## src/rpe_pkg.sv

```systemverilog
package rpe_pkg;

    localparam int RPE_MAX_PAIRS     = 128;
    localparam int RPE_POSITION_BITS = 16;
    localparam int RPE_VALUE_BITS    = 32;

    localparam int RPE_LOG2_BASE_W = 22;
    localparam int RPE_HALF_W      = 8;
    localparam int RPE_CFG_INDEX_W = 1;
    localparam int RPE_CFG_DATA_W  = 22;

    localparam logic [RPE_CFG_INDEX_W-1:0] RPE_REG_LOG2_BASE = 1'd0;
    localparam logic [RPE_CFG_INDEX_W-1:0] RPE_REG_HALF_SIZE = 1'd1;

    localparam logic signed [RPE_LOG2_BASE_W-1:0] RPE_LOG2_BASE_RESET = 22'sd870824;
    localparam logic [RPE_HALF_W-1:0]             RPE_HALF_RESET      = 8'd64;

    // Fraction bits of the exponent, Q1.30 mantissa and signed Q3.30 CORDIC word widths.
    localparam int RPE_FRAC_W     = 16;
    localparam int RPE_MANT_W     = 31;
    localparam int RPE_CORDIC_W   = 34;
    localparam int RPE_CORDIC_STEPS = 30;

    localparam logic [63:0] RPE_INV_TWO_PI = 64'h28BE60DB9391054A;
    localparam logic signed [RPE_CORDIC_W-1:0] RPE_GAIN = 34'sh026DD3B6A;

    localparam logic [31:0] RPE_ATAN [RPE_CORDIC_STEPS] = '{
        32'h20000000, 32'h12E4051D, 32'h09FB385B, 32'h051111D4, 32'h028B0D43,
        32'h0145D7E1, 32'h00A2F61E, 32'h00517C55, 32'h0028BE53, 32'h00145F2F,
        32'h000A2F98, 32'h000517CC, 32'h00028BE6, 32'h000145F3, 32'h0000A2F9,
        32'h0000517C, 32'h000028BE, 32'h0000145F, 32'h00000A2F, 32'h00000517,
        32'h0000028B, 32'h00000145, 32'h000000A2, 32'h00000051, 32'h00000028,
        32'h00000014, 32'h0000000A, 32'h00000005, 32'h00000002, 32'h00000001
    };

    function automatic logic [63:0] rpe_isqrt(input logic [63:0] v);
        logic [63:0] r;
        logic [63:0] b;
        logic [63:0] rem;
        r   = 64'd0;
        b   = 64'd1 << 62;
        rem = v;
        for (int i = 0; i < 32; i++)
        begin
            if (rem >= r + b)
            begin
                rem = rem - (r + b);
                r   = (r >> 1) + b;
            end
            else
            begin
                r = r >> 1;
            end
            b = b >> 2;
        end
        return r;
    endfunction

    // Root of weight 2^(2^-k) in Q1.30, each one the square root of the last.
    function automatic logic [RPE_MANT_W-1:0] rpe_root(input int k);
        logic [63:0] r;
        r = rpe_isqrt(64'd2 << 60);
        for (int j = 1; j < k; j++)
        begin
            r = rpe_isqrt(r << 30);
        end
        return r[RPE_MANT_W-1:0];
    endfunction

endpackage

```

## src/rpe_div_cell.sv

```systemverilog
module rpe_div_cell #(
    parameter int MAG_W = 28,
    parameter int BIT   = 0
) (
    input  logic                           clk,
    input  logic                           en,
    input  logic [rpe_pkg::RPE_HALF_W-1:0] divisor,
    input  logic [MAG_W-1:0]               num_in,
    input  logic [MAG_W-1:0]               quo_in,
    input  logic [rpe_pkg::RPE_HALF_W-1:0] rem_in,
    output logic [MAG_W-1:0]               num_out,
    output logic [MAG_W-1:0]               quo_out,
    output logic [rpe_pkg::RPE_HALF_W-1:0] rem_out
);
    import rpe_pkg::*;

    logic [RPE_HALF_W:0]   trial;
    logic                  take;
    logic [RPE_HALF_W-1:0] rem_next;
    logic [MAG_W-1:0]      quo_next;
    logic [MAG_W-1:0]      num_reg;
    logic [MAG_W-1:0]      quo_reg;
    logic [RPE_HALF_W-1:0] rem_reg;

    always_comb
    begin
        trial    = {rem_in, num_in[BIT]};
        take     = trial >= {1'b0, divisor};
        quo_next = quo_in;
        if (take)
        begin
            rem_next      = RPE_HALF_W'(trial - {1'b0, divisor});
            quo_next[BIT] = 1'b1;
        end
        else
        begin
            rem_next = trial[RPE_HALF_W-1:0];
        end
    end

    always_ff @(posedge clk)
    begin
        if (en)
        begin
            num_reg <= num_in;
            quo_reg <= quo_next;
            rem_reg <= rem_next;
        end
    end

    assign num_out = num_reg;
    assign quo_out = quo_reg;
    assign rem_out = rem_reg;
endmodule

```

## config.mk

```make
export PLATFORM = sky130hd
export DESIGN_NAME = rpe_div_cell
export DESIGN_NICKNAME = d
export VERILOG_FILES = /design/src/rpe_pkg.sv /design/src/rpe_div_cell.sv
export SDC_FILE = /design/constraint.sdc
export NUM_CORES = 1
export LEC_CHECK = 0
export ABC_AREA = 1
export BUFFER_PORTS_ARGS = -buffer_cell sky130_fd_sc_hd__buf_2
export CORE_MARGIN = 2
export CORE_UTILIZATION = 48
export CTS_CLUSTER_SIZE = 20
export DETAILED_ROUTE_END_ITERATION = 7
export GPL_ROUTABILITY_DRIVEN = 0
export PLACE_DENSITY = 0.85
export SLEW_MARGIN = 30
export SYNTH_ARGS = -nofsm -noshare
export SYNTH_HDL_FRONTEND = slang
export SYNTH_SLANG_ARGS = --single-unit
```

## constraint.sdc

```tcl
create_clock -name clk -period 3.9 [get_ports clk]
set_input_delay 0.195 -clock clk [delete_from_list [all_inputs] [get_ports clk]]
set_output_delay 0.195 -clock clk [all_outputs]
set_load 0.02 [all_outputs]
```

==> impl_metrics.py <==
metrics = {
    "detailed_routing": {
        "drt-total-wl_mm": 5.89,
        "vias_per_cell": 4.63,
        "ant_nets": 0,
        "detail_route.iter0.violations": 84,
        "drc": 0,
        "wl_per_cell_um": 14.8,
        "via_count": 1843,
        "drt_pass1_iterations": 4,
    },
    "cts": {
        "cts_buffers": 9,
        "cts-root-buf": "clkbuf_8",
        "clock_path_buffers": 2,
        "cts_resized": 0,
        "postCtsSetupBuffers": 0,
        "cts_hold_buffers": 0,
        "clk_pin_slew_ps": 70,
        "cts_sinks": 64,
        "htreeDepth": 3,
        "cts_tree": "done",
    },
    "logic_synthesis": {
        "synth_area_leaders": "edfxtp_1, nand2_1, ha_1",
        "synth_area_per_cell_um2": 14.8,
        "netlist_area_um2": 2590,
        "ys_seq_area_share_pct": 74.2,
        "synth_edf_count": 64,
        "synth_common_cells": "edfxtp_1, nand2_1, inv_1, nand3_1, ha_1",
        "postSynthCellCount": 175,
        "yosys_warnings": 0,
        "synth_top_cell_area_share_pct": 74.2,
        "synth_cell_types": 22,
        "syn-num-nets": 258,
        "yosysTopAreaCell": "edfxtp_1",
        "synth.most_common_cell": "edfxtp_1",
        "ys_ff_latch": 64,
        "ys_async_sr_fraction_pct": 0,
        "synthFlopType": "edfxtp_1",
    },
    "floorplanning": {
        "die_height_um": 77.5,
        "core_area_um2": 5170,
        "io-pin-count": 138,
        "fp-row-count": 26,
        "start_util_pct": 50.1,
        "die_w_um": 77.5,
        "design.die.area_um2": 6000,
    },
    "power": {
        "ir_drop_v": 0.000221,
        "power.leakage_nw": 1.68,
        "p_per_area_nw_per_um2": 479,
        "power_mw": 1.71,
    },
    "placed_design": {
        "post_dp_cell_area_um2": 3370,
        "hpwl_mm": 4.56,
        "port_buffers": 137,
    },
    "global_routing": {
        "grt_pass1_wl_mm": 8.71,
        "grt_pass1_vias": 1798,
        "grt_usage_pct": 19.9,
        "antenna_found_initial": 0,
        "grt_overflow": 0,
        "grt_max_degree": 41,
    },
    "setup_path": {
        "worstPathRequired_ps": 3980,
        "cp_slowest_cell": "ha_1",
        "cp_slowest_stage_delay_ps": 340,
        "end_kind": "flip-flop",
        "crit_top_cell": "nand2_1",
        "crit_buf_inv": 2,
        "crit_chain": "buf_2 > inv_1 > ha_1 > nand2_1 > nand2_1 > nand2_2 > nand2_4 > nor2_8 > nand2_8 > or2_1",
        "cp.depth": 10,
        "criticalPathCategory": "in -> reg",
        "critPathTopFamily": "simple AND/OR/NAND/NOR gates",
        "crit_start": "divisor[6]",
        "crit_end": "quo_out[0]",
        "cp.arrival_ps": 1440,
        "worstSetupStartpointType": "input port",
        "crit_fanout": 9,
    },
    "finish": {
        "antennaDiodeCount": 0,
        "stdcell_area_um2": 3570,
        "fin_nets": 407,
        "area_growth_pct": 37.9,
        "drive_above_1_share_pct": 51.5,
    },
    "timing": {
        "rsz0062_at_grt": "no",
        "finalMaxSlewViolations": 0,
        "max_slew.worst_pin.slew_ps": 544,
        "max_freq_mhz": 733,
        "maxSlewHeadroom_pct": 63.8,
        "period_share_pct": 35.0,
        "finalSetupTns_ps": 0,
        "period_needed_ps": 1360,
        "setup_viol": 0,
        "hold_viol": 0,
    },
    "min_path": {
        "hp-class": "in -> reg",
    },
    "run": {
        "maxCapViolations": 0,
    },
    "outcome": {
        "status": "complete, no violations",
    },
}
power by group:
part	switching [mW]	total (mW)	leakage [nW]	internal (mW)
registers	0.0146	0.841	0.626	0.827
clock network	0.227	0.582	0.103	0.354
logic	0.186	0.289	0.953	0.103
total	0.427	1.71	1.68	1.28
final cells by class:
class                   instances  area [µm²]
clock inverters                 4        70.1
flip-flops and latches         64        1920
inverters                      27         101
repair buffers                138         693
well taps                      70        87.6
multi-input cells              84         568
fillers                       372        1600
clock buffers                  11         131
cell usage in the layout (no fill, tap or decap), drive strengths merged:
| master | n |
|---|---|
| edfxtp | 64 |
| fa | 1 |
| nor2 | 5 |
| clkbuf | 11 |
| nand2 | 45 |
| xnor2 | 2 |
| clkinv | 4 |
| nand3 | 15 |
| bufinv | 2 |
| nand4 | 2 |
| buf | 138 |
| inv | 25 |
| xor2 | 1 |
| ha | 8 |
| or2 | 1 |
| a21oi | 4 |
worst min path at each step:
stage               slack (ps)           to  cells past startpoint       start
floorplan                  290   num_out[0]                      0   num_in[0]
global placement           370  quo_out[22]                      1  quo_in[22]
detailed placement         370  num_out[18]                      1  num_in[18]
CTS                         20   quo_out[9]                      1   quo_in[9]
global route                20  quo_out[23]                      1  quo_in[23]
finish                      40  quo_out[25]                      1  quo_in[25]
metrics by stage:
stage	util (%)	worst slack [ps]	std cells	hold slack (ps)
final	69.1	2540	398	35.0
after detailed placement	65.2	2180	383	373
after global routing	69.1	2460	398	21.4
after floorplan	-	2390	175	294
after CTS	69.1	2530	398	22.7
after global placement	65.2	2230	383	372
cells by family after synthesis:
group	share of synthesized area, %
xor gates and xnor gates	1.01
buffers and inverters	3.91
AOI/OAI and AO/OA	0.773
and+or+nand+nor	15.5
adders and majority gates	4.64
DFF	74.2
registers in the layout, indices dropped and copies added (netlist names):
register	count
num_out	28
quo_out	28
rem_out	8
layer usage:
layer	GRT usage (%)	up-vias	part of all wire (%)
met5	0	-	0
met4	10.2	0	2.1
met3	6.28	11	8.5
met2	36.5	88	55
met1	20.0	845	35
li1	-	899	-
(Power assumes the default switching activity.)
