### config.mk
export PLATFORM = sky130hd
export DESIGN_NAME = rpe_cordic_cell
export DESIGN_NICKNAME = d
export VERILOG_FILES = /design/src/rpe_pkg.sv /design/src/rpe_cordic_cell.sv
export SDC_FILE = /design/constraint.sdc
export NUM_CORES = 1
export LEC_CHECK = 0
export BUFFER_PORTS_ARGS = -buffer_cell sky130_fd_sc_hd__buf_2
export CAP_MARGIN = 20
export CORE_MARGIN = 2
export CORE_UTILIZATION = 25
export CTS_CLUSTER_SIZE = 8
export DETAILED_ROUTE_END_ITERATION = 6
export PLACE_DENSITY = 0.54
export SLEW_MARGIN = 20
export SYNTH_ARGS = -nofsm -noshare
export SYNTH_HDL_FRONTEND = slang
export SYNTH_SLANG_ARGS = --single-unit
### constraint.sdc
create_clock -name clk -period 6 [get_ports clk]
set_input_delay 0.6 -clock clk [delete_from_list [all_inputs] [get_ports clk]]
set_output_delay 0.6 -clock clk [all_outputs]
set_load 0.1 [all_outputs]
### src/rpe_pkg.sv
package rpe_pkg;

    localparam int RPE_MAX_PAIRS     = 128;
    localparam int RPE_POSITION_BITS = 16;
    localparam int RPE_VALUE_BITS    = 32;

    localparam int RPE_LOG2_BASE_W = 22;
    localparam int RPE_HALF_W      = 8;
    localparam int RPE_CFG_INDEX_W = 1;
    localparam int RPE_CFG_DATA_W  = 22;

    localparam logic [RPE_CFG_INDEX_W-1:0] RPE_REG_LOG2_BASE = 1'd0;
    localparam logic [RPE_CFG_INDEX_W-1:0] RPE_REG_HALF_SIZE = 1'd1;

    localparam logic signed [RPE_LOG2_BASE_W-1:0] RPE_LOG2_BASE_RESET = 22'sd870824;
    localparam logic [RPE_HALF_W-1:0]             RPE_HALF_RESET      = 8'd64;

    // Fraction bits of the exponent, Q1.30 mantissa and signed Q3.30 CORDIC word widths.
    localparam int RPE_FRAC_W     = 16;
    localparam int RPE_MANT_W     = 31;
    localparam int RPE_CORDIC_W   = 34;
    localparam int RPE_CORDIC_STEPS = 30;

    localparam logic [63:0] RPE_INV_TWO_PI = 64'h28BE60DB9391054A;
    localparam logic signed [RPE_CORDIC_W-1:0] RPE_GAIN = 34'sh026DD3B6A;

    localparam logic [31:0] RPE_ATAN [RPE_CORDIC_STEPS] = '{
        32'h20000000, 32'h12E4051D, 32'h09FB385B, 32'h051111D4, 32'h028B0D43,
        32'h0145D7E1, 32'h00A2F61E, 32'h00517C55, 32'h0028BE53, 32'h00145F2F,
        32'h000A2F98, 32'h000517CC, 32'h00028BE6, 32'h000145F3, 32'h0000A2F9,
        32'h0000517C, 32'h000028BE, 32'h0000145F, 32'h00000A2F, 32'h00000517,
        32'h0000028B, 32'h00000145, 32'h000000A2, 32'h00000051, 32'h00000028,
        32'h00000014, 32'h0000000A, 32'h00000005, 32'h00000002, 32'h00000001
    };

    function automatic logic [63:0] rpe_isqrt(input logic [63:0] v);
        logic [63:0] r;
        logic [63:0] b;
        logic [63:0] rem;
        r   = 64'd0;
        b   = 64'd1 << 62;
        rem = v;
        for (int i = 0; i < 32; i++)
        begin
            if (rem >= r + b)
            begin
                rem = rem - (r + b);
                r   = (r >> 1) + b;
            end
            else
            begin
                r = r >> 1;
            end
            b = b >> 2;
        end
        return r;
    endfunction

    // Root of weight 2^(2^-k) in Q1.30, each one the square root of the last.
    function automatic logic [RPE_MANT_W-1:0] rpe_root(input int k);
        logic [63:0] r;
        r = rpe_isqrt(64'd2 << 60);
        for (int j = 1; j < k; j++)
        begin
            r = rpe_isqrt(r << 30);
        end
        return r[RPE_MANT_W-1:0];
    endfunction

endpackage

### src/rpe_cordic_cell.sv
module rpe_cordic_cell #(
    parameter int K = 0
) (
    input  logic                                   clk,
    input  logic                                   en,
    input  logic signed [rpe_pkg::RPE_CORDIC_W-1:0] x_in,
    input  logic signed [rpe_pkg::RPE_CORDIC_W-1:0] y_in,
    input  logic signed [rpe_pkg::RPE_CORDIC_W-1:0] z_in,
    output logic signed [rpe_pkg::RPE_CORDIC_W-1:0] x_out,
    output logic signed [rpe_pkg::RPE_CORDIC_W-1:0] y_out,
    output logic signed [rpe_pkg::RPE_CORDIC_W-1:0] z_out
);
    import rpe_pkg::*;

    localparam logic signed [RPE_CORDIC_W-1:0] ANGLE =
        $signed({{(RPE_CORDIC_W-32){1'b0}}, RPE_ATAN[K]});

    logic signed [RPE_CORDIC_W-1:0] dx;
    logic signed [RPE_CORDIC_W-1:0] dy;
    logic signed [RPE_CORDIC_W-1:0] x_next;
    logic signed [RPE_CORDIC_W-1:0] y_next;
    logic signed [RPE_CORDIC_W-1:0] z_next;
    logic signed [RPE_CORDIC_W-1:0] x_reg;
    logic signed [RPE_CORDIC_W-1:0] y_reg;
    logic signed [RPE_CORDIC_W-1:0] z_reg;

    always_comb
    begin
        dx = y_in >>> K;
        dy = x_in >>> K;
        if (!z_in[RPE_CORDIC_W-1])
        begin
            x_next = x_in - dx;
            y_next = y_in + dy;
            z_next = z_in - ANGLE;
        end
        else
        begin
            x_next = x_in + dx;
            y_next = y_in - dy;
            z_next = z_in + ANGLE;
        end
    end

    always_ff @(posedge clk)
    begin
        if (en)
        begin
            x_reg <= x_next;
            y_reg <= y_next;
            z_reg <= z_next;
        end
    end

    assign x_out = x_reg;
    assign y_out = y_reg;
    assign z_out = z_reg;
endmodule

==> impl_results.md <==
- Status: completed
- RSZ-0062 raised after global routing: false
- Root buffer cell: clkbuf_16
- Hpwl dp: about 24 mm
- Total grt overflow: 0
- # resized after CTS: 0
- First-pass GRT wire length: ~46 mm
- Most frequent cells in the layout: buf_2 (204), a21oi_1 (117), inv_1 (108), ha_1 (103), edfxtp_1 (101)
- Vias in the first global route: between 7000 and 8000
- Register bit total from synthesis: between 100 and 150
- Slew headroom: 0.473
- Final Hold Viols: 0
- # IOs: about 210
- Clk sinks: between 100 and 150
- Final std cells w/o fill: 1645
- CTS buffer count: 9
- Required @ worst endpoint: 6.10 ns
- CTS clk-pin slew, worst paths: ~0.07 ns
- Crit path kind: in2reg
- Period Utilization, post-route: 0.574
- Cells after DPL: approximately 1600
- Main synth FF type: edfxtp_1
- Overall power: a little over 3 mW
- GRT Overall Usage: 0.155
- Combinational power share: 0.509
- Sum Neg Setup Slack: 0 ns
- Synth Net Count: ~1200
- Routability cong.: 0.927
- Ys Warns: 0
- Yosys cell types: 80
- Initial antenna violation count: 4
- Clock network power share: 0.181
- Final Cell Area: between 10000 and 15000 sq um
- Min-delay worst type: in2reg
- Post-CTS Setup Bufs: 0
- Die area: 37300 sq um
- Placement Rows: between 60 and 70
- Die X: roughly 190 um
- TritonRoute pass-1 iters: 5
- Wire per inst: 18.2 um
- EDFF count, synth: roughly 100
- Area Overhead vs Synth: 19.0%
- FILL cells: about 3800
- Chip Height: just under 200 um
- Asr flop ratio synth: 0
- Number of max-cap violations: 0
- Fmax: 290 MHz
- Worst setup SP type: primary input
- Synthesized area: 8950 sq um
- CTS tree: built
- Pwr/cell area: 286 nW/um^2
- Core box area: 35400 sq um
- Sequential fraction of the synthesis area: 0.339
- Final nets: 1390
- Hold buffer count at cts: 0
- Starting density of the core: 0.253
- Vias per cell: 4.90
- Max FO, Critical Path: 13
- Via count: roughly 8100
- Largest net degree at the start of global routing: 52
- Routed Antenna Nets: 0
- Static leakage: 4.62 nW
- Crit. End Element: register
- # DRC: 0
- Arrival @ worst endpoint: 3.55 ns
- Synth Area per Inst: between 8 and 9 sq um
- Final setup viols: 0
- Cells after synthesis: between 1000 and 1500
- Clk buf depth: 2
- Int Power: approximately 1.5 mW
- DRT iter0 DRCs: 713
- Seq pwr share: 0.310
- Fin crit period: approximately 3.4 ns
- Share of layout cells above drive strength 1: 0.208
- Sw frac: 0.502
- Maximum vdd ir drop: around 0.19 mV
- IO buf count: around 200
- NetSw: ~1.5 mW
- Worst-Margin Slew: roughly 0.79 ns
- CTS H-tree lvls: 3
- Slew Viols, Final: 0
- Placed Area: approximately 10000 sq um
- Routed WL: 29.9 mm
- Commonest non-fill, non-tap cell in the layout: buf_2
==> synthesized netlist by cell type (9+ instances only) <==
| master | number | area, sq um |
|---|---|---|
| a21oi_1 | 117 | 586 |
| a211oi_1 | 10 | 75.1 |
| buf_2 | 11 | 55.1 |
| inv_1 | 108 | 405 |
| o31ai_1 | 10 | 75.1 |
| nor3_1 | 19 | 95.1 |
| a31oi_1 | 9 | 56.3 |
| a21o_1 | 17 | 128 |
| o21ai_0 | 76 | 380 |
| ha_1 | 103 | 1290 |
| nor2b_1 | 12 | 75.1 |
| edfxtp_1 | 101 | 3030 |
| mux2i_1 | 10 | 100 |
| nor2_1 | 79 | 297 |
| nand4_1 | 10 | 62.6 |
| xor2_1 | 9 | 78.8 |
| nand3_1 | 25 | 125 |
| o21bai_1 | 13 | 97.6 |
| clkbuf_1 | 24 | 90.1 |
| nand2b_1 | 16 | 100 |
| nand2_1 | 44 | 165 |
| xnor2_1 | 59 | 517 |
==> worst paths after layout <==
kind	cells past startpoint	to	from	slack, ns
worst min-delay path	1	z_out[0]$_DFFE_PP_	z_in[0]	0.42
worst max-delay path	12	x_out[33]$_DFFE_PP_	x_in[3]	2.56
==> area by class of cell <==
cell class	count	area (sq um)	share of cell area
Antenna cell	2	5.00	0.000470
Clock buffer	9	225	0.0211
Clock inverter	5	30.0	0.00282
Inverter	112	420	0.0395
Multi-Input combinational cell	746	5310	0.498
Sequential cell	101	3030	0.285
Tap cell	461	577	0.0541
Timing Repair Buffer	209	1060	0.0993
==> per-stage QoR <==
stage | utilization | hold slack [ns] | setup WS [ns]
6_report | 0.301 | 0.416 | 2.56
3_3_place_gp | 0.294 | 0.777 | 2.22
3_5_place_dp | 0.294 | 0.779 | 2.22
4_1_cts | 0.301 | 0.397 | 2.62
5_1_grt | 0.301 | 0.398 | 2.35
2_1_floorplan | - | 0.699 | 3.06
==> power groups by stage <==
stage / Sequential (mW) / Clock, mW / Combinational, mW
after floorplan: 1.68 / 0 / 0.496
after global placement: 0.965 / 0 / 1.54
after detailed placement: 0.964 / 0 / 1.54
after CTS: 0.950 / 0.579 / 1.55
after global routing: 0.956 / 0.601 / 1.63
final: 0.946 / 0.551 / 1.55
==> logic make-up (layout without fill, tap and decap cells) <==
logic type      Yosys count  count (layout)  synth area share
mux                      10              10            0.0112
xor+xnor                 68              68            0.0665
flops                   101             101             0.339
fa+ha+maj               107             107             0.153
other cells               0               2                 0
buf+inv                 155             335            0.0683
compound gates          321             321             0.230
simple gates            240             240             0.132
==> worst max-delay path: stages <==
cell and delay [ns]:
buf_2 0.12, inv_1 0.05, ha_1 0.52, nand3_1 0.16, o21bai_1 0.26, a31oi_1 0.35
nor2_1 0.15, o41ai_2 0.56, a21oi_1 0.26, nand2b_1 0.21, a31oi_1 0.20, xnor2_1 0.08
==> per-layer routing <==
layer  track usage  wire [um]  up-vias
li1              -          -     3922
met1         0.213      13800     3812
met2         0.248      13700      299
met3        0.0300       1860       33
met4        0.0444        543        2
met5             0         11        -
==> sequential cells by signal, indices dropped and copies added (netlist names) <==
name and count:
x_out 34, y_out 33, z_out 34
(Power assumes the default switching activity.)
