<file path="src/rpe_pkg.sv">
package rpe_pkg;

    localparam int RPE_MAX_PAIRS     = 128;
    localparam int RPE_POSITION_BITS = 16;
    localparam int RPE_VALUE_BITS    = 32;

    localparam int RPE_LOG2_BASE_W = 22;
    localparam int RPE_HALF_W      = 8;
    localparam int RPE_CFG_INDEX_W = 1;
    localparam int RPE_CFG_DATA_W  = 22;

    localparam logic [RPE_CFG_INDEX_W-1:0] RPE_REG_LOG2_BASE = 1'd0;
    localparam logic [RPE_CFG_INDEX_W-1:0] RPE_REG_HALF_SIZE = 1'd1;

    localparam logic signed [RPE_LOG2_BASE_W-1:0] RPE_LOG2_BASE_RESET = 22'sd870824;
    localparam logic [RPE_HALF_W-1:0]             RPE_HALF_RESET      = 8'd64;

    // Fraction bits of the exponent, Q1.30 mantissa and signed Q3.30 CORDIC word widths.
    localparam int RPE_FRAC_W     = 16;
    localparam int RPE_MANT_W     = 31;
    localparam int RPE_CORDIC_W   = 34;
    localparam int RPE_CORDIC_STEPS = 30;

    localparam logic [63:0] RPE_INV_TWO_PI = 64'h28BE60DB9391054A;
    localparam logic signed [RPE_CORDIC_W-1:0] RPE_GAIN = 34'sh026DD3B6A;

    localparam logic [31:0] RPE_ATAN [RPE_CORDIC_STEPS] = '{
        32'h20000000, 32'h12E4051D, 32'h09FB385B, 32'h051111D4, 32'h028B0D43,
        32'h0145D7E1, 32'h00A2F61E, 32'h00517C55, 32'h0028BE53, 32'h00145F2F,
        32'h000A2F98, 32'h000517CC, 32'h00028BE6, 32'h000145F3, 32'h0000A2F9,
        32'h0000517C, 32'h000028BE, 32'h0000145F, 32'h00000A2F, 32'h00000517,
        32'h0000028B, 32'h00000145, 32'h000000A2, 32'h00000051, 32'h00000028,
        32'h00000014, 32'h0000000A, 32'h00000005, 32'h00000002, 32'h00000001
    };

    function automatic logic [63:0] rpe_isqrt(input logic [63:0] v);
        logic [63:0] r;
        logic [63:0] b;
        logic [63:0] rem;
        r   = 64'd0;
        b   = 64'd1 << 62;
        rem = v;
        for (int i = 0; i < 32; i++)
        begin
            if (rem >= r + b)
            begin
                rem = rem - (r + b);
                r   = (r >> 1) + b;
            end
            else
            begin
                r = r >> 1;
            end
            b = b >> 2;
        end
        return r;
    endfunction

    // Root of weight 2^(2^-k) in Q1.30, each one the square root of the last.
    function automatic logic [RPE_MANT_W-1:0] rpe_root(input int k);
        logic [63:0] r;
        r = rpe_isqrt(64'd2 << 60);
        for (int j = 1; j < k; j++)
        begin
            r = rpe_isqrt(r << 30);
        end
        return r[RPE_MANT_W-1:0];
    endfunction

endpackage

</file>
<file path="src/rpe_exp_cell.sv">
module rpe_exp_cell #(
    parameter int K = 1
) (
    input  logic                            clk,
    input  logic                            en,
    input  logic [rpe_pkg::RPE_FRAC_W-1:0]  frac_in,
    input  logic [rpe_pkg::RPE_MANT_W-1:0]  mant_in,
    output logic [rpe_pkg::RPE_FRAC_W-1:0]  frac_out,
    output logic [rpe_pkg::RPE_MANT_W-1:0]  mant_out
);
    import rpe_pkg::*;

    localparam logic [RPE_MANT_W-1:0] ROOT = rpe_root(K);

    logic [2*RPE_MANT_W-1:0] prod;
    logic [RPE_MANT_W-1:0]   mant_next;
    logic [RPE_FRAC_W-1:0]   frac_reg;
    logic [RPE_MANT_W-1:0]   mant_reg;

    always_comb
    begin
        prod = mant_in * ROOT;
        if (frac_in[RPE_FRAC_W-K])
            mant_next = prod[RPE_MANT_W+29:30];
        else
            mant_next = mant_in;
    end

    always_ff @(posedge clk)
    begin
        if (en)
        begin
            frac_reg <= frac_in;
            mant_reg <= mant_next;
        end
    end

    assign frac_out = frac_reg;
    assign mant_out = mant_reg;
endmodule

</file>
<file path="config.mk">
export PLATFORM = sky130hd
export DESIGN_NAME = rpe_exp_cell
export DESIGN_NICKNAME = d
export VERILOG_FILES = /design/src/rpe_pkg.sv /design/src/rpe_exp_cell.sv
export SDC_FILE = /design/constraint.sdc
export NUM_CORES = 1
export LEC_CHECK = 0
export BUFFER_PORTS_ARGS = -buffer_cell sky130_fd_sc_hd__buf_4
export CELL_PAD_IN_SITES_DETAIL_PLACEMENT = 1
export CELL_PAD_IN_SITES_GLOBAL_PLACEMENT = 2
export CORE_MARGIN = 5
export CORE_UTILIZATION = 40
export DETAILED_ROUTE_END_ITERATION = 6
export HOLD_SLACK_MARGIN = 0.12
export PLACE_DENSITY_LB_ADDON = 0.1
export SLEW_MARGIN = 40
export SYNTH_ARGS = -nofsm -noshare
export SYNTH_HDL_FRONTEND = slang
export SYNTH_SLANG_ARGS = --single-unit
export TNS_END_PERCENT = 50
</file>
<file path="constraint.sdc">
create_clock -name clk -period 10.17 [get_ports clk]
set_input_delay 1.017 -clock clk [delete_from_list [all_inputs] [get_ports clk]]
set_output_delay 1.017 -clock clk [all_outputs]
set_load 0.05 [all_outputs]
</file>
==> qor.txt, run 1 <==
Rows: 77
Synth warn: 0
Sink Count: 47
Worst Tran Pin Value: 0.750 ns
Share of post-route cells with drive strength above 1: 8.42%
Kind of critical path: in -> reg
Longest Clk Path Bufs: 2
GRT Max-Usage Layer: met2
# DRC: 0
Startpoint of the lowest-slack hold path: frac_in[9]
Detailed Route WL: 52600 um
Setup_tns: 0 ns
Status: completed
Crit share post-route: 79.4%
Die Wd: 220 um
Initial antenna violation count: 1
Finished Layout Cells: 2374
Netlist Area Pre-Place: 0.0177 mm2
M1 GR Usage: 29.5%
FF/Latch Area: 0.00141 mm2
Final setup margin: 2.09 ns
Cell variety after synth: 65
Worst hold path stage count: 1
Layout Nets: 2573
Dpl hpwl: 45500 um
Count of input and output buffers: 95
Ys flop type: edfxtp_1
Initial Util: 40.2%
Place WS: 1.72 ns
Worst min-delay path class: in -> reg
Root Driver: clkbuf_16
Gate Count Post-Synth: 1689
Max-slew violation count: 0
Post-layout minimum cycle time: 8.08 ns
# hold bufs at CTS: 0
Ports: 96
TritonCTS Buffers: 5
Worst Hold Path EP: frac_out[9]
Number of max-cap violations: 0
Sequential area share after synthesis: 7.97%
Grt met3 use: 1.60%
First-pass GRT wire length: 80600 um
Final setup violating endpoints: 0
RSZ-0062 raised after global routing: no
Largest fanout on the critical path: 10
Die ar.: 0.0486 mm2
Syn Nets: 2481
DP Cell Count: 2366
Drt first-iter violations: 419
Synth cell count leaders: inv_1, ha_1, fa_1
Iteration count of the initial detailed-routing pass: 5
ANT cells: 0
Via/cell ratio: 4.94
Layout area overhead: 8.63%
CTS clock-pin slew for the worst setup and hold paths: 0.08 ns
CTS tree: built
Post-CTS setup buffers: 0
FF+latch count, synth: 47
Post-synth EDFFs: 47
Filler cells: 5027
Final GP Congestion: 0.850
Cell taking the most area after synthesis: fa_1
Post-synthesis async set-or-reset flop share: 0%
Die Y: 220 um
Multi-input gate area: 0.0142 mm2
Total core area: 0.0440 mm2
Tot GR Track Use: 22.4%
H-tree depth reported by CTS: 2
Gr ovfl total: 0
Critical Path Start Type: input pin
Max-slew headroom: 49.7%
Most common cell in the netlist: inv_1
CP Capture Type: flop
Resize count post-CTS: 0
Final Hold Vio Count: 0
Maximum clock rate: 124 MHz
Worst path required time: 10.22 ns
GR Util met2: 41.0%
Synthesized area per cell: 10.5 um2
Crit path arrival time: 8.13 ns
Avg WL per Cell: 22.2 um
Vias in the first global route: 13.4k
Largest net degree at the start of global routing: 48
Top cell type's share of synthesized area: 37.3%
Via Count: 11.7k
Top cells by area, synth: fa_1, ha_1, inv_1
Antenna Nets Post-Route: 0
## cell families (layout without fill, tap and decap cells)
logic type,after synthesis,count (layout),synth area share (%)
XOR/XNOR,55,55,2.72
flip-flops,47,47,7.97
AND/OR/NAND/NOR,122,122,3.76
AO/OA/AOI/OAI,141,141,5.49
multiplexers,24,24,1.55
buffers and inverters,557,650,12.1
adder cells (fa/ha/maj),743,743,66.5
## metal layers
layer	vias to the layer above	share of wire (%)
li1	5466	-
met1	6085	44
met2	140	52
met3	47	2.3
met4	0	2.6
met5	-	0
## final cells by class
class,count,area share (%)
timing repair buffer,95,3.71
clock inverter,3,0.130
multi-input combinational,1085,73.7
tap,592,3.85
sequential,47,7.33
inverter,547,10.7
clock buffer,5,0.650
## critical path, cell delays in order
cell      delay (ns)
buf_4           0.19
ha_1            0.39
fa_1            0.55
inv_1           0.06
fa_1            0.53
inv_1           0.05
fa_1            0.51
inv_1           0.06
fa_1            0.53
inv_1           0.05
fa_1            0.44
fa_1            0.49
inv_1           0.05
fa_1            0.47
inv_1           0.04
ha_1            0.38
a21oi_1         0.18
o211ai_1        0.16
a211oi_1        0.63
o211ai_1        0.23
o211ai_1        0.30
o22ai_2         0.18
a41oi_1         0.28
xnor2_1         0.09
mux2_2          0.25
## worst max-delay path by stage
stage | from | slack, ns | end
finish | mant_in[18] | 2.09 | mant_out[22]
floorplan | mant_in[19] | 2.69 | mant_out[28]
CTS | mant_in[3] | 2.03 | mant_out[12]
global route | mant_in[18] | 1.76 | mant_out[22]
global placement | mant_in[18] | 1.81 | mant_out[22]
detailed placement | mant_in[3] | 1.72 | mant_out[12]
## registers in the layout (all words and copies together), names as in the netlist
signal    cells
frac_out     16
mant_out     31
## cell usage in the layout, fill, tap and decap left out, types with 3 or more instances in the layout
cell and count:
a211oi_1 3, a21o_1 25, a21oi_1 36, a21oi_2 5
a31oi_1 10, and2_1 11, and3_1 5, buf_4 95
clkbuf_16 5, edfxtp_1 47, fa_1 330, ha_1 413
inv_1 547, mux2_2 23, nand2_1 32, nand3_1 12
nand4_1 10, nor2_1 22, nor3_1 7, o211ai_1 6
o21a_1 4, o21ai_0 20, o21bai_1 4, o22ai_1 3
or3_1 4, xnor2_1 29, xor2_1 26
## per-stage QoR
step                      area, um2  utilization, %  hold slack, ns
after floorplan               17700               -            1.12
after global placement        19100            43.4            1.20
after detailed placement      19100            43.4            1.20
after CTS                     19200            43.7           0.877
after global routing          19200            43.7           0.871
final                         19200            43.7           0.887
Power of run 1 is not shown: default switching activity piles up to over one toggle a cycle in this logic, so the estimate is an artifact.
==> run 2, diff against run 1 <==
--- a/config.mk
+++ b/config.mk
@@ -5,6 +5,7 @@
 export SDC_FILE = /design/constraint.sdc
 export NUM_CORES = 1
 export LEC_CHECK = 0
+export ABC_AREA = 1
 export BUFFER_PORTS_ARGS = -buffer_cell sky130_fd_sc_hd__buf_4
 export CELL_PAD_IN_SITES_DETAIL_PLACEMENT = 1
 export CELL_PAD_IN_SITES_GLOBAL_PLACEMENT = 2
==> constraint.sdc (replaced) <==
create_clock -name clk -period 8.3 [get_ports clk]
set_input_delay 0.83 -clock clk [delete_from_list [all_inputs] [get_ports clk]]
set_output_delay 0.83 -clock clk [all_outputs]
set_load 0.05 [all_outputs]
==> run 2 against run 1 <==
Against the previous run:
- critical path depth rose by 2
- final area rose by 11%
- flip-flop and latch count did not move
- core utilization rose by 0.17 points
- worst hold slack got worse by 0.18 ns
- synthesized cell count rose by 38%
- final cell count rose by 30%
- non-clock buffer count rose by 1
- critical endpoint is now mant_out[7]
- routed wire length rose by 23%
- synthesized area rose by 11%
==> qor.txt, run 2 <==
Layout area overhead: 8.60% (was 8.63%)
Die Y: 232 um (was 220 um)
TritonCTS Buffers: 5 (unchanged)
Gate Count Post-Synth: 2327 (was 1689)
CP max-delay cell: fa_1 (was a211oi_1)
Root Driver: clkbuf_16 (unchanged)
RSZ-0062 raised after global routing: no (unchanged)
Top cell type's share of synthesized area: 33.5% (was 37.3%)
CTS clock-pin slew for the worst setup and hold paths: 0.07 ns (was 0.08 ns)
Worst min-delay path class: in -> reg (unchanged)
Iteration count of the initial detailed-routing pass: 4 (was 5)
FF+latch count, synth: 47 (unchanged)
Syn Nets: 3119 (was 2481)
Most common cell in the netlist: inv_1 (unchanged)
# DRC: 0 (unchanged)
Die Wd: 232 um (was 220 um)
Post-synth EDFFs: 47 (unchanged)
Worst Tran Pin Value: 0.679 ns (was 0.750 ns)
Sink Count: 47 (unchanged)
Rows: 81 (was 77)
Synth warn: 0 (unchanged)
H-tree depth reported by CTS: 2 (unchanged)
Antenna Nets Post-Route: 0 (unchanged)
Count of input and output buffers: 95 (unchanged)
Ports: 96 (unchanged)
Post-layout minimum cycle time: 7.27 ns
Crit share post-route: 87.6%
Avg WL per Cell: 20.9 um (was 22.2 um)
Max-slew violation count: 0 (unchanged)
Slowest cell delay on critical path: 0.57 ns (was 0.63 ns)
Largest net degree at the start of global routing: 48 (unchanged)
Crit path arrival time: 7.32 ns (was 8.13 ns)
Largest register FFs: 31 (unchanged)
Resize count post-CTS: 0 (unchanged)
Ys flop type: edfxtp_1 (unchanged)
Synth cell count leaders: inv_1, ha_1, nand2_1 (was inv_1, ha_1, fa_1)
Number of max-cap violations: 0 (unchanged)
Worst path most repeated cell: inv_1 (was fa_1)
Maximum clock rate: 137 MHz
Longest Clk Path Bufs: 2 (unchanged)
Netlist Area Pre-Place: 0.0197 mm2 (was 0.0177 mm2)
Detailed Route WL: 64500 um (was 52600 um)
Layout Nets: 3216 (was 2573)
Kind of critical path: in -> reg (unchanged)
Leading cell types in the layout, fill and taps excluded: inv_1, ha_1, nand2_1 (was inv_1, ha_1, fa_1)
Critical Path Start Type: input pin (unchanged)
Final Hold Vio Count: 0 (unchanged)
Synthesized area per cell: 8.48 um2 (was 10.5 um2)
Cell taking the most area after synthesis: fa_1 (unchanged)
Setup_tns: 0 ns (unchanged)
Post-synthesis async set-or-reset flop share: 0% (unchanged)
Share of post-route cells with drive strength above 1: 6.97% (was 8.42%)
Worst path required time: 8.34 ns (was 10.22 ns)
Gr ovfl total: 0 (unchanged)
Post-CTS setup buffers: 0 (unchanged)
Cell variety after synth: 31 (was 65)
Drt first-iter violations: 577 (was 419)
Final setup violating endpoints: 0 (unchanged)
CTS tree: built (unchanged)
Worst setup path start: mant_in[19] (was mant_in[18])
Final GP Congestion: 0.899 (was 0.850)
Total core area: 0.0488 mm2 (was 0.0440 mm2)
Die ar.: 0.0539 mm2 (was 0.0486 mm2)
Via Count: 15.0k (was 11.7k)
Status: completed (unchanged)
Largest fanout on the critical path: 10 (unchanged)
CP Capture Type: flop (unchanged)
Sequential area share after synthesis: 7.15% (was 7.97%)
Vias in the first global route: 17.2k (was 13.4k)
Via/cell ratio: 4.87 (was 4.94)
Dpl hpwl: 56900 um (was 45500 um)
# hold bufs at CTS: 0 (unchanged)
Worst Setup EP: mant_out[7] (was mant_out[22])
Most common cell after layout, fill and taps aside: inv_1 (unchanged)
Initial Util: 40.4% (was 40.2%)
First-pass GRT wire length: 101000 um (was 80600 um)
Top cells by area, synth: fa_1, ha_1, inv_1 (unchanged)
Initial antenna violation count: 1 (unchanged)
Filler cells: 5942 (was 5027)
Tot GR Track Use: 24.8% (was 22.4%)
Max-slew headroom: 54.7% (was 49.7%)
-- run 2: cell families (layout without fill, tap and decap cells) --
family                   after synthesis  count (layout)  synth area share [%]
adder cells (fa/ha/maj)              743             743                  59.6
AND/OR/NAND/NOR                      628             628                  14.0
AO/OA/AOI/OAI                        142             142                  3.89
XOR/XNOR                              29              29                  1.29
other                                  0               1                     0
buffers and inverters                738             836                  14.1
flip-flops                            47              47                  7.15
-- run 2: stage by stage --
stage	setup WS [ns]	util (%)	hold WS, ns	instance area (um2)	instances
2_1_floorplan	1.93	-	0.929	19700	2327
3_3_place_gp	0.715	43.5	1.01	21300	3081
3_5_place_dp	0.728	43.5	1.01	21300	3081
4_1_cts	1.04	43.9	0.697	21400	3089
5_1_grt	0.762	43.9	0.694	21400	3089
6_report	1.03	43.9	0.705	21400	3090
-- run 2: layer usage --
metal | GRT usage, % | share of wire (%) | vias to the layer above | wire length, um
li1 | - | - | 7197 | -
met1 | 34.3 | 47 | 7614 | 30300
met2 | 44.0 | 49 | 191 | 31600
met3 | 2.38 | 3.0 | 33 | 1940
met4 | 2.53 | 1.1 | 0 | 701
met5 | 0 | 0 | - | 0
-- run 2: worst min-delay path by stage --
| stage | startpoint | to | slack [ns] | cells past startpoint |
|---|---|---|---|---|
| finish | frac_in[4] | frac_out[4] | 0.70 | 1 |
| global route | frac_in[1] | frac_out[1] | 0.69 | 1 |
| CTS | frac_in[4] | frac_out[4] | 0.70 | 1 |
| detailed placement | frac_in[7] | frac_out[7] | 1.01 | 1 |
| global placement | frac_in[13] | frac_out[13] | 1.01 | 1 |
| floorplan | frac_in[0] | frac_out[0] | 0.93 | 0 |
-- run 2: worst max-delay path: cells and delay by family --
kind | cells | cell delay [ns]
adder cells (fa/ha/maj) | 9 | 4.42
buffers and inverters | 9 | 0.79
AND/OR/NAND/NOR | 7 | 0.79
AO/OA/AOI/OAI | 2 | 0.49
-- run 2: area by class of cell --
cell class | instances | area, um2 | share of cell area, %
clock inverter | 3 | 46.3 | 0.216
antenna | 1 | 2.50 | 0.0117
inverter | 732 | 2750 | 12.8
tap | 664 | 831 | 3.88
multi-input combinational | 1542 | 15600 | 72.6
sequential | 47 | 1410 | 6.58
clock buffer | 5 | 125 | 0.584
timing repair buffer | 96 | 721 | 3.36
Power of run 2 is left out for the same reason.
